## src/design/cltc_pkg.sv

```systemverilog
`default_nettype none

package cltc_pkg;

	// Field widths
	localparam int OFFSET_WIDTH    = 32;
	localparam int LENGTH_WIDTH    = 16;
	localparam int LINE_WIDTH      = 20;
	localparam int KEYWORD_MAX_LEN = 6;
	localparam int PREFIX_IDX_W    = $clog2(KEYWORD_MAX_LEN);

	// Result queue sizing
	localparam int QUEUE_DEPTH = 4;
	localparam int QPTR_W      = $clog2(QUEUE_DEPTH);
	localparam int QCNT_W      = $clog2(QUEUE_DEPTH + 1);

	// Token class codes
	localparam logic [2:0] CLS_KEYWORD = 3'd0;
	localparam logic [2:0] CLS_IDENT   = 3'd1;
	localparam logic [2:0] CLS_NUMBER  = 3'd2;
	localparam logic [2:0] CLS_OPER    = 3'd3;
	localparam logic [2:0] CLS_PUNCT   = 3'd4;

	// Input kind codes
	localparam logic KIND_BYTE = 1'b0;
	localparam logic KIND_END  = 1'b1;

	// Character codes
	localparam logic [7:0] CH_NL    = 8'h0A;
	localparam logic [7:0] CH_US    = 8'h5F;
	localparam logic [7:0] CH_DOT   = 8'h2E;
	localparam logic [7:0] CH_EQ    = 8'h3D;
	localparam logic [7:0] CH_BANG  = 8'h21;
	localparam logic [7:0] CH_PLUS  = 8'h2B;
	localparam logic [7:0] CH_MINUS = 8'h2D;
	localparam logic [7:0] CH_STAR  = 8'h2A;
	localparam logic [7:0] CH_SLASH = 8'h2F;
	localparam logic [7:0] CH_LT    = 8'h3C;
	localparam logic [7:0] CH_GT    = 8'h3E;
	localparam logic [7:0] CH_SPACE = 8'h20;

	// Keyword table: int, float, if, else, while, return, printf
	localparam int KW_COUNT   = 7;
	localparam int KW_MAX_TXT = 6;
	localparam logic [8*KW_MAX_TXT-1:0] KW_TEXT [KW_COUNT] = '{
		"int", "float", "if", "else", "while", "return", "printf"
	};
	localparam int KW_LEN [KW_COUNT] = '{3, 5, 2, 4, 5, 6, 6};

	typedef struct packed {
		logic [2:0]              token_class;
		logic [2:0]              keyword_index;
		logic [OFFSET_WIDTH-1:0] start_offset;
		logic [LENGTH_WIDTH-1:0] token_length;
		logic [LINE_WIDTH-1:0]   line_number;
		logic [7:0]              first_byte;
		logic                    last_of_run;
	} res_t;

	// Up to two results produced by one transaction, in order
	typedef struct packed {
		logic [1:0] count;
		res_t       r0;
		res_t       r1;
	} res_pair_t;

	typedef struct packed {
		logic [QCNT_W-1:0] level;
		logic              room;
	} qstat_t;

	// Byte j of keyword k, first character at j = 0
	function automatic logic [7:0] kw_byte(input int k, input int j);
		logic [8*KW_MAX_TXT-1:0] s;
		s = KW_TEXT[k];
		return s[8*(KW_LEN[k]-1-j) +: 8];
	endfunction

	function automatic logic is_alpha(input logic [7:0] b);
		return (b >= 8'h41 && b <= 8'h5A) || (b >= 8'h61 && b <= 8'h7A);
	endfunction

	function automatic logic is_digit(input logic [7:0] b);
		return b >= 8'h30 && b <= 8'h39;
	endfunction

	function automatic logic is_space(input logic [7:0] b);
		return b == CH_SPACE || (b >= 8'h09 && b <= 8'h0D);
	endfunction

	function automatic logic is_oper(input logic [7:0] b);
		return b == CH_EQ || b == CH_PLUS || b == CH_MINUS || b == CH_STAR ||
			b == CH_SLASH || b == CH_LT || b == CH_GT || b == CH_BANG;
	endfunction

endpackage

`default_nettype wire

```

## src/design/cltc_scan.sv

```systemverilog
`default_nettype none

module cltc_scan import cltc_pkg::*; (
	input  wire logic       clk,
	input  wire logic       arst_n,
	input  wire logic       take,
	input  wire logic       kind,
	input  wire logic [7:0] text_byte,
	output res_pair_t       res
);

	typedef enum logic [7:0] {
		M_IDLE  = 8'b0000_0001,
		M_WORD  = 8'b0000_0010,
		M_NUM   = 8'b0000_0100,
		M_OP    = 8'b0000_1000,
		M_SLASH = 8'b0001_0000,
		M_LCMT  = 8'b0010_0000,
		M_BCMT  = 8'b0100_0000,
		M_BSTAR = 8'b1000_0000
	} mode_t;

	mode_t                   mode_q, mode_d;
	logic [LINE_WIDTH-1:0]   line_q, line_d;
	logic [OFFSET_WIDTH-1:0] pos_q, pos_d;
	logic [OFFSET_WIDTH-1:0] start_q, start_d;
	logic [LENGTH_WIDTH-1:0] len_q, len_d;
	logic [LINE_WIDTH-1:0]   tline_q, tline_d;
	logic [7:0]              first_q, first_d;
	logic                    ovf_q, ovf_d;
	logic [7:0]              prefix_q [KEYWORD_MAX_LEN];

	logic                    pre_we;
	logic [PREFIX_IDX_W-1:0] pre_idx;
	logic                    pend;
	logic [LENGTH_WIDTH-1:0] pend_len;
	logic                    punct;
	logic                    fresh;
	logic                    line_inc;
	logic                    word_byte;
	logic [LINE_WIDTH-1:0]   line_next;
	logic [LENGTH_WIDTH-1:0] len_next;
	logic                    kw_hit;
	logic [2:0]              kw_idx;
	res_t                    pend_res, punct_res;

	// Saturating increments
	assign line_next = (line_q == {LINE_WIDTH{1'b1}}) ? line_q : line_q + LINE_WIDTH'(1);
	assign len_next  = (len_q == {LENGTH_WIDTH{1'b1}}) ? len_q : len_q + LENGTH_WIDTH'(1);
	assign word_byte = is_alpha(text_byte) || is_digit(text_byte) || text_byte == CH_US;

	// Match the held word prefix against the keyword table
	always_comb begin
		logic same;
		kw_hit = 1'b0;
		kw_idx = 3'd0;
		for (int k = KW_COUNT - 1; k >= 0; k--) begin
			same = (len_q == LENGTH_WIDTH'(KW_LEN[k])) && !ovf_q;
			for (int j = 0; j < KW_MAX_TXT; j++) begin
				if (j < KW_LEN[k] && prefix_q[j] != kw_byte(k, j)) begin
					same = 1'b0;
				end
			end
			if (same) begin
				kw_hit = 1'b1;
				kw_idx = 3'(k);
			end
		end
	end

	// Next state and results for one transaction
	always_comb begin
		mode_d   = mode_q;
		line_d   = line_q;
		pos_d    = pos_q;
		start_d  = start_q;
		len_d    = len_q;
		tline_d  = tline_q;
		first_d  = first_q;
		ovf_d    = ovf_q;
		pre_we   = 1'b0;
		pre_idx  = len_q[PREFIX_IDX_W-1:0];
		pend     = 1'b0;
		pend_len = len_q;
		punct    = 1'b0;
		fresh    = 1'b0;
		line_inc = 1'b0;

		if (kind == KIND_END) begin
			if (mode_q == M_WORD || mode_q == M_NUM || mode_q == M_OP || mode_q == M_SLASH) begin
				pend = 1'b1;
			end
			mode_d = M_IDLE;
		end else begin
			unique case (mode_q)
				M_LCMT: begin
					if (text_byte == CH_NL) begin
						line_inc = 1'b1;
						mode_d   = M_IDLE;
					end
				end
				M_BCMT: begin
					if (text_byte == CH_STAR) begin
						mode_d = M_BSTAR;
					end else if (text_byte == CH_NL) begin
						line_inc = 1'b1;
					end
				end
				M_BSTAR: begin
					if (text_byte == CH_SLASH) begin
						mode_d = M_IDLE;
					end else if (text_byte != CH_STAR) begin
						line_inc = (text_byte == CH_NL);
						mode_d   = M_BCMT;
					end
				end
				M_WORD: begin
					if (word_byte) begin
						if (ovf_q || {1'b0, len_q} >= (LENGTH_WIDTH+1)'(KEYWORD_MAX_LEN)) begin
							ovf_d = 1'b1;
						end else begin
							pre_we = 1'b1;
						end
						len_d = len_next;
					end else begin
						pend  = 1'b1;
						fresh = 1'b1;
					end
				end
				M_NUM: begin
					if (is_digit(text_byte) || text_byte == CH_DOT) begin
						len_d = len_next;
					end else begin
						pend  = 1'b1;
						fresh = 1'b1;
					end
				end
				M_OP: begin
					pend = 1'b1;
					if (text_byte == CH_EQ) begin
						pend_len = LENGTH_WIDTH'(2);
					end else begin
						pend_len = LENGTH_WIDTH'(1);
						fresh    = 1'b1;
					end
				end
				M_SLASH: begin
					if (text_byte == CH_SLASH) begin
						mode_d = M_LCMT;
					end else if (text_byte == CH_STAR) begin
						mode_d = M_BCMT;
					end else begin
						pend = 1'b1;
						if (text_byte == CH_EQ) begin
							pend_len = LENGTH_WIDTH'(2);
						end else begin
							pend_len = LENGTH_WIDTH'(1);
							fresh    = 1'b1;
						end
					end
				end
				M_IDLE: begin
					fresh = 1'b1;
				end
				default: begin
					fresh = 1'b1;
				end
			endcase

			// A closed token returns the scanner to idle before the byte restarts it
			if (pend) begin
				mode_d = M_IDLE;
			end

			// Start a new token or emit punctuation
			if (fresh) begin
				if (is_space(text_byte)) begin
					line_inc = (text_byte == CH_NL);
				end else if (is_alpha(text_byte) || text_byte == CH_US || is_digit(text_byte) ||
						is_oper(text_byte)) begin
					if (is_alpha(text_byte) || text_byte == CH_US) begin
						mode_d = M_WORD;
					end else if (is_digit(text_byte)) begin
						mode_d = M_NUM;
					end else if (text_byte == CH_SLASH) begin
						mode_d = M_SLASH;
					end else begin
						mode_d = M_OP;
					end
					start_d = pos_q;
					len_d   = LENGTH_WIDTH'(1);
					tline_d = line_q;
					first_d = text_byte;
					ovf_d   = 1'b0;
					pre_we  = 1'b1;
					pre_idx = '0;
				end else begin
					punct = 1'b1;
				end
			end

			if (line_inc) begin
				line_d = line_next;
			end
			pos_d = pos_q + OFFSET_WIDTH'(1);
		end
	end

	// Build the two candidate results
	always_comb begin
		pend_res.token_class   = CLS_OPER;
		pend_res.keyword_index = 3'd0;
		if (mode_q == M_WORD) begin
			pend_res.token_class   = kw_hit ? CLS_KEYWORD : CLS_IDENT;
			pend_res.keyword_index = kw_hit ? kw_idx : 3'd0;
		end else if (mode_q == M_NUM) begin
			pend_res.token_class = CLS_NUMBER;
		end
		pend_res.start_offset = start_q;
		pend_res.token_length = pend_len;
		pend_res.line_number  = tline_q;
		pend_res.first_byte   = first_q;
		pend_res.last_of_run  = !punct;

		punct_res.token_class   = CLS_PUNCT;
		punct_res.keyword_index = 3'd0;
		punct_res.start_offset  = pos_q;
		punct_res.token_length  = LENGTH_WIDTH'(1);
		punct_res.line_number   = line_q;
		punct_res.first_byte    = text_byte;
		punct_res.last_of_run   = 1'b1;
	end

	// Pack results in emission order
	always_comb begin
		res.r0    = pend ? pend_res : punct_res;
		res.r1    = punct_res;
		res.count = take ? (2'(pend) + 2'(punct)) : 2'd0;
	end

	// Advance scanner state
	always_ff @(posedge clk or negedge arst_n) begin
		if (!arst_n) begin
			mode_q  <= M_IDLE;
			line_q  <= LINE_WIDTH'(1);
			pos_q   <= '0;
			start_q <= '0;
			len_q   <= '0;
			tline_q <= LINE_WIDTH'(1);
			first_q <= '0;
			ovf_q   <= 1'b0;
		end else if (take) begin
			mode_q  <= mode_d;
			line_q  <= line_d;
			pos_q   <= pos_d;
			start_q <= start_d;
			len_q   <= len_d;
			tline_q <= tline_d;
			first_q <= first_d;
			ovf_q   <= ovf_d;
		end
	end

	// Hold the first bytes of the current word
	always_ff @(posedge clk) begin
		if (take && pre_we) begin
			prefix_q[pre_idx] <= text_byte;
		end
	end

endmodule

`default_nettype wire

```

## src/design/cltc_queue.sv

```systemverilog
`default_nettype none

module cltc_queue import cltc_pkg::*; (
	input  wire logic      clk,
	input  wire logic      arst_n,
	input  wire res_pair_t push,
	input  wire logic      pop,
	output res_t           head,
	output qstat_t         stat
);

	res_t              mem_q [QUEUE_DEPTH];
	logic [QPTR_W-1:0] wr_q;
	logic [QPTR_W-1:0] rd_q;
	logic [QCNT_W-1:0] level_q;

	assign head       = mem_q[rd_q];
	assign stat.level = level_q;
	assign stat.room  = level_q <= QCNT_W'(QUEUE_DEPTH - 2);

	// Advance pointers and fill level
	always_ff @(posedge clk or negedge arst_n) begin
		if (!arst_n) begin
			wr_q    <= '0;
			rd_q    <= '0;
			level_q <= '0;
		end else begin
			wr_q    <= wr_q + QPTR_W'(push.count);
			rd_q    <= rd_q + QPTR_W'(pop);
			level_q <= level_q + QCNT_W'(push.count) - QCNT_W'(pop);
		end
	end

	// Write up to two results per cycle
	always_ff @(posedge clk) begin
		if (push.count != 2'd0) begin
			mem_q[wr_q] <= push.r0;
		end
		if (push.count == 2'd2) begin
			mem_q[wr_q + QPTR_W'(1)] <= push.r1;
		end
	end

endmodule

`default_nettype wire

```

## src/design/c_like_lexer_token_classifier.sv

```systemverilog
// Token classifier for a small C-like language.
// Text channel (text_valid / text_stall / kind / text_byte): one source byte
// per transaction, or an end-of-text marker (kind = 1) that flushes a
// pending word, number or operator and abandons any open comment.
// Token channel (token_valid / token_stall / descriptor fields): one
// descriptor per token; last_of_run marks the final descriptor caused by
// one text transaction.
// Throughput: one text transaction per cycle while text_stall is low.
// A byte that closes a token and is itself punctuation yields two
// descriptors; these drain one per cycle, while token_stall is low,
// through a four-entry result queue. Each descriptor is written into
// the queue when its token completes and is presented from its head.
// text_stall rises while the queue has fewer than two free entries, so
// backpressure on the token channel propagates to the text channel; a
// stalled descriptor holds its value.
// Reset clears the scanner to idle, line count to one, byte offset to zero
// and empties the queue.
`default_nettype none

module c_like_lexer_token_classifier import cltc_pkg::*; (
	input  wire logic                    clk,
	input  wire logic                    arst_n,
	input  wire logic                    text_valid,
	output logic                         text_stall,
	input  wire logic                    kind,
	input  wire logic [7:0]              text_byte,
	output logic                         token_valid,
	input  wire logic                    token_stall,
	output logic [2:0]                   token_class,
	output logic [2:0]                   keyword_index,
	output logic [OFFSET_WIDTH-1:0]      start_offset,
	output logic [LENGTH_WIDTH-1:0]      token_length,
	output logic [LINE_WIDTH-1:0]        line_number,
	output logic [7:0]                   first_byte,
	output logic                         last_of_run
);

	logic      take;
	logic      pop;
	res_pair_t results;
	res_t      head;
	qstat_t    qstat;

	assign text_stall  = !qstat.room;
	assign take        = text_valid && !text_stall;
	assign token_valid = qstat.level != '0;
	assign pop         = token_valid && !token_stall;

	cltc_scan u_scan (
		.clk       (clk),
		.arst_n    (arst_n),
		.take      (take),
		.kind      (kind),
		.text_byte (text_byte),
		.res       (results)
	);

	cltc_queue u_queue (
		.clk    (clk),
		.arst_n (arst_n),
		.push   (results),
		.pop    (pop),
		.head   (head),
		.stat   (qstat)
	);

	// Drive descriptor fields from the queue head
	assign token_class   = head.token_class;
	assign keyword_index = head.keyword_index;
	assign start_offset  = head.start_offset;
	assign token_length  = head.token_length;
	assign line_number   = head.line_number;
	assign first_byte    = head.first_byte;
	assign last_of_run   = head.last_of_run;

	// Queue never overfills
	a_level_bound: assert property (@(posedge clk) disable iff (!arst_n)
		qstat.level <= QCNT_W'(QUEUE_DEPTH))
		else $error("result queue overfilled");

	// An end marker never advances into a second descriptor
	a_end_single: assert property (@(posedge clk) disable iff (!arst_n)
		take && kind == KIND_END |-> results.count != 2'd2)
		else $error("end marker produced two descriptors");

	// Descriptors carry a nonzero length and a nonzero line
	a_len_line: assert property (@(posedge clk) disable iff (!arst_n)
		token_valid |-> token_length != '0 && line_number != '0)
		else $error("descriptor with zero length or line");

	// Only keywords carry a keyword index
	a_kw_index: assert property (@(posedge clk) disable iff (!arst_n)
		token_valid && token_class != CLS_KEYWORD |-> keyword_index == 3'd0)
		else $error("keyword index on non-keyword");

endmodule

`default_nettype wire
```

## config.mk

```make
export PLATFORM = sky130hd
export DESIGN_NAME = c_like_lexer_token_classifier
export DESIGN_NICKNAME = d
export VERILOG_FILES = /design/src/design/cltc_pkg.sv /design/src/design/cltc_scan.sv /design/src/design/cltc_queue.sv /design/src/design/c_like_lexer_token_classifier.sv
export SDC_FILE = /design/constraint.sdc
export NUM_CORES = 1
export LEC_CHECK = 0
export ABC_AREA = 1
export BUFFER_PORTS_ARGS = -buffer_cell sky130_fd_sc_hd__buf_4
export CORE_MARGIN = 2
export CORE_UTILIZATION = 35
export DETAILED_ROUTE_END_ITERATION = 8
export GPL_TIMING_DRIVEN = 0
export PLACE_DENSITY = 0.49
export SLEW_MARGIN = 15
export SYNTH_ARGS = -nofsm -noshare
export SYNTH_HDL_FRONTEND = slang
export SYNTH_SLANG_ARGS = --single-unit
```

## constraint.sdc

```tcl
create_clock -name clk -period 4.78 [get_ports clk]
set_clock_uncertainty 0.05 [all_clocks]
set_input_delay 0.239 -clock clk [delete_from_list [all_inputs] [get_ports clk]]
set_output_delay 0.239 -clock clk [all_outputs]
set_load 0.005 [all_outputs]
```

==> results_dict.tcl <==
set metrics [dict create \
    status "finished clean" \
    cts.reportedPaths.clkPinSlew_ps 60 \
    avgRoutedWirePerCell_um 23.3 \
    final-hold-violation-count 0 \
    ir_worst_vdd_mv 0.307 \
    synth_area_um2 26300 \
    cts_buffer_depth 3 \
    synth_edf_count 288 \
    synth_seq_area_share_pct 53.7 \
    portBuffers 97 \
    layout-drive-gt1-share_pct 11.3 \
    yosysMostFrequentCell "nand2_1" \
    critPathCaptureType "primary output" \
    cts_buffers 61 \
    finalMaxSlewViolations 0 \
    hold_class "in -> reg" \
    fillCellCount 7493 \
    total_power_w 0.0169 \
    grt-ovfl-total 0 \
    cts.sink_count 524 \
    fin_crit_ps 4670 \
    grt_pass1_wl_um 148000 \
    synth_area_leaders "edfxtp_1, dfrtp_1, nand2_1" \
    worstMarginPinSlew_ps 1110 \
    nets 3305 \
    cp_max_fo 10 \
    wl_um 100000 \
    async_flop_share_pct 27.5 \
    syn_to_final_growth_pct 17.0 \
    r2r_start "u_scan.mode_q[6]" \
    track_usage_pct 25.6 \
    grt_max_degree 83 \
    cts_max_level 2 \
    num_vias 23600 \
    tns_ps 0 \
    critPathArrivalTime_ps 4380 \
    die-width_um 278 \
    finalSetupViolations 0 \
    syn_area_per_cell_um2 8.47 \
    initial_core_util_pct 35.3 \
    r2r_slack_ps 260 \
    hpwl_um 67800 \
    firstDrtPassIters 5 \
    core_um2 74300 \
    grt_pass1_vias 22600 \
    cts_root_buffer "clkbuf_16" \
    syn_inst 3100 \
    timing.final.crit_share_pct 97.6 \
    relSlewSlack_pct 26.1 \
    r2r_cells 22 \
    ys_types 48 \
    viasPerCell 5.49 \
    synth_top_area_cell "edfxtp_1" \
    cts_tree "built" \
    io_pins 98 \
    min_to "u_queue.rd_q[0]" \
    drv_cap 0 \
    hold_depth 3 \
    drc 0 \
    antenna_left 0 \
    syn_nets 3126 \
    antennaDiodeCount 0 \
    dieArea_um2 77200 \
    insertion_delay_ps 650 \
    p_leak_nw 12.2 \
    ys_warn_count 0 \
    crit_path_start_kind "register" \
    drt_iter0_markers 2724 \
    synth_top_flop_cell "edfxtp_1" \
    hold_start "token_stall" \
    gp_congestion 0.899 \
    worstPathRequired_ps 4490 \
    r2r_end "u_queue.mem_q[1][25]" \
    critPathKind "reg -> out" \
    rows 100 \
    ys_top_cells_by_count "nand2_1, o21ai_0, nand3_1" \
    fin_hold_ws_ps 47.6 \
    die_height_um 278 \
    synth_top_area_share_pct 32.9 \
    antenna_found_initial 0 \
    synth_seq_cells 524 \
    power_per_cell_area_nw_per_um2 549 \
    fmax_mhz 214 \
    final_core_util_pct 41.3 \
]
==> where the power goes <==
group | switching (W) | internal, W | leakage [nW]
combinational | 0.00435 | 0.00195 | 6.02
clock | 0.00199 | 0.00284 | 1.01
sequential | 0.000276 | 0.00546 | 5.20
==> cells in the final DEF (no fill, tap or decap), drive strengths merged, types with 2 or more instances in the layout <==
master,count
a21oi,22
and3,3
buf,153
bufinv,5
clkbuf,215
clkinv,19
clkinvlp,5
dfrtp,141
dfstp,3
dfxtp,92
dlygate4sd3,11
edfxtp,288
ha,12
inv,231
nand2,682
nand3,357
nand3b,7
nand4,26
nor2,337
nor3,33
nor4,6
o2111ai,2
o211ai,15
o21ai,496
o22ai,85
or2,22
xnor2,8
xor2,47
==> worst max-delay path by stage <==
stage | from | to | slack (ps) | depth (start not counted)
after CTS | u_scan.mode_q[6] | u_queue.mem_q[1][78] | -110 | 22
after global routing | u_scan.mode_q[6] | u_queue.mem_q[1][56] | -9 | 22
after global placement | u_scan.mode_q[6] | u_queue.mem_q[3][81] | -3630 | 22
after detailed placement | u_scan.mode_q[6] | u_queue.mem_q[3][81] | -910 | 22
after floorplan | u_scan.mode_q[6] | u_queue.mem_q[3][81] | 140 | 22
final | u_queue.rd_q[0] | line_number[15] | 110 | 7
==> routing by layer <==
layer | GRT usage [%] | wire length, um | up-vias
li1 | - | - | 10900
met1 | 36.0 | 44400 | 11500
met3 | 4.60 | 8010 | 184
met5 | 0 | 0 | -
met4 | 8.51 | 3360 | 0
met2 | 39.9 | 44600 | 1045
==> sequential cells by signal (all words and copies together), names as in the netlist, 3 cells and up <==
name             count
u_scan.len_q        16
u_scan.first_q       8
u_scan.start_q      32
u_scan.mode_q        8
u_scan.pos_q        32
u_scan.line_q       20
u_queue.level_q      3
u_scan.tline_q      20
u_scan.prefix_q     48
u_queue.mem_q      332
==> layout make-up <==
class | count | area, um2 | share of cell area [%]
Clock buffer | 88 | 1770 | 5.77
Multi-Input combinational cell | 2168 | 10600 | 34.5
Tap cell | 969 | 1210 | 3.95
Clock inverter | 28 | 284 | 0.924
Buffer | 178 | 888 | 2.89
Timing Repair Buffer | 114 | 991 | 3.23
Sequential cell | 524 | 14100 | 45.9
Inverter | 232 | 875 | 2.85
==> cells by family (layout without fill, tap and decap cells) <==
family                   Yosys count  count (layout)  synth area share, %
buffers and inverters            412             640                 6.53
flip-flops                       524             524                 53.7
AO/OA/AOI/OAI                    622             622                 12.7
XOR/XNOR                          55              55                 1.83
AND/OR/NAND/NOR                 1474            1478                 24.6
adder cells (fa/ha/maj)           13              13                0.648
==> stage by stage <==
| stage | instances | instance area (um2) | setup slack [ps] |
|---|---|---|---|
| after floorplan | 3100 | 26300 | 138 |
| after global placement | 4166 | 28200 | -3630 |
| after detailed placement | 4171 | 28400 | -906 |
| after CTS | 4302 | 30700 | -113 |
| after global routing | 4301 | 30700 | -9.44 |
| final | 4301 | 30700 | 115 |
==> repair_timing <==
action,in CTS,in global routing
endpoints found under the setup margin,480,294
hold endpoints to repair,125,0
pin swaps,4,0
hold buffers,11,0
setup buffers,1,0
gates resized for setup,38,36
gates cloned,4,0
==> critical path: stages, from the launching register on <==
cell,delay [ps]
dfrtp_1,580
clkbuf_1,480
inv_1,240
clkbuf_1,840
clkbuf_1,720
o21ai_0,240
o22ai_1,420
buf_4,200
No activity file was read; power rests on OpenSTA's default activity.
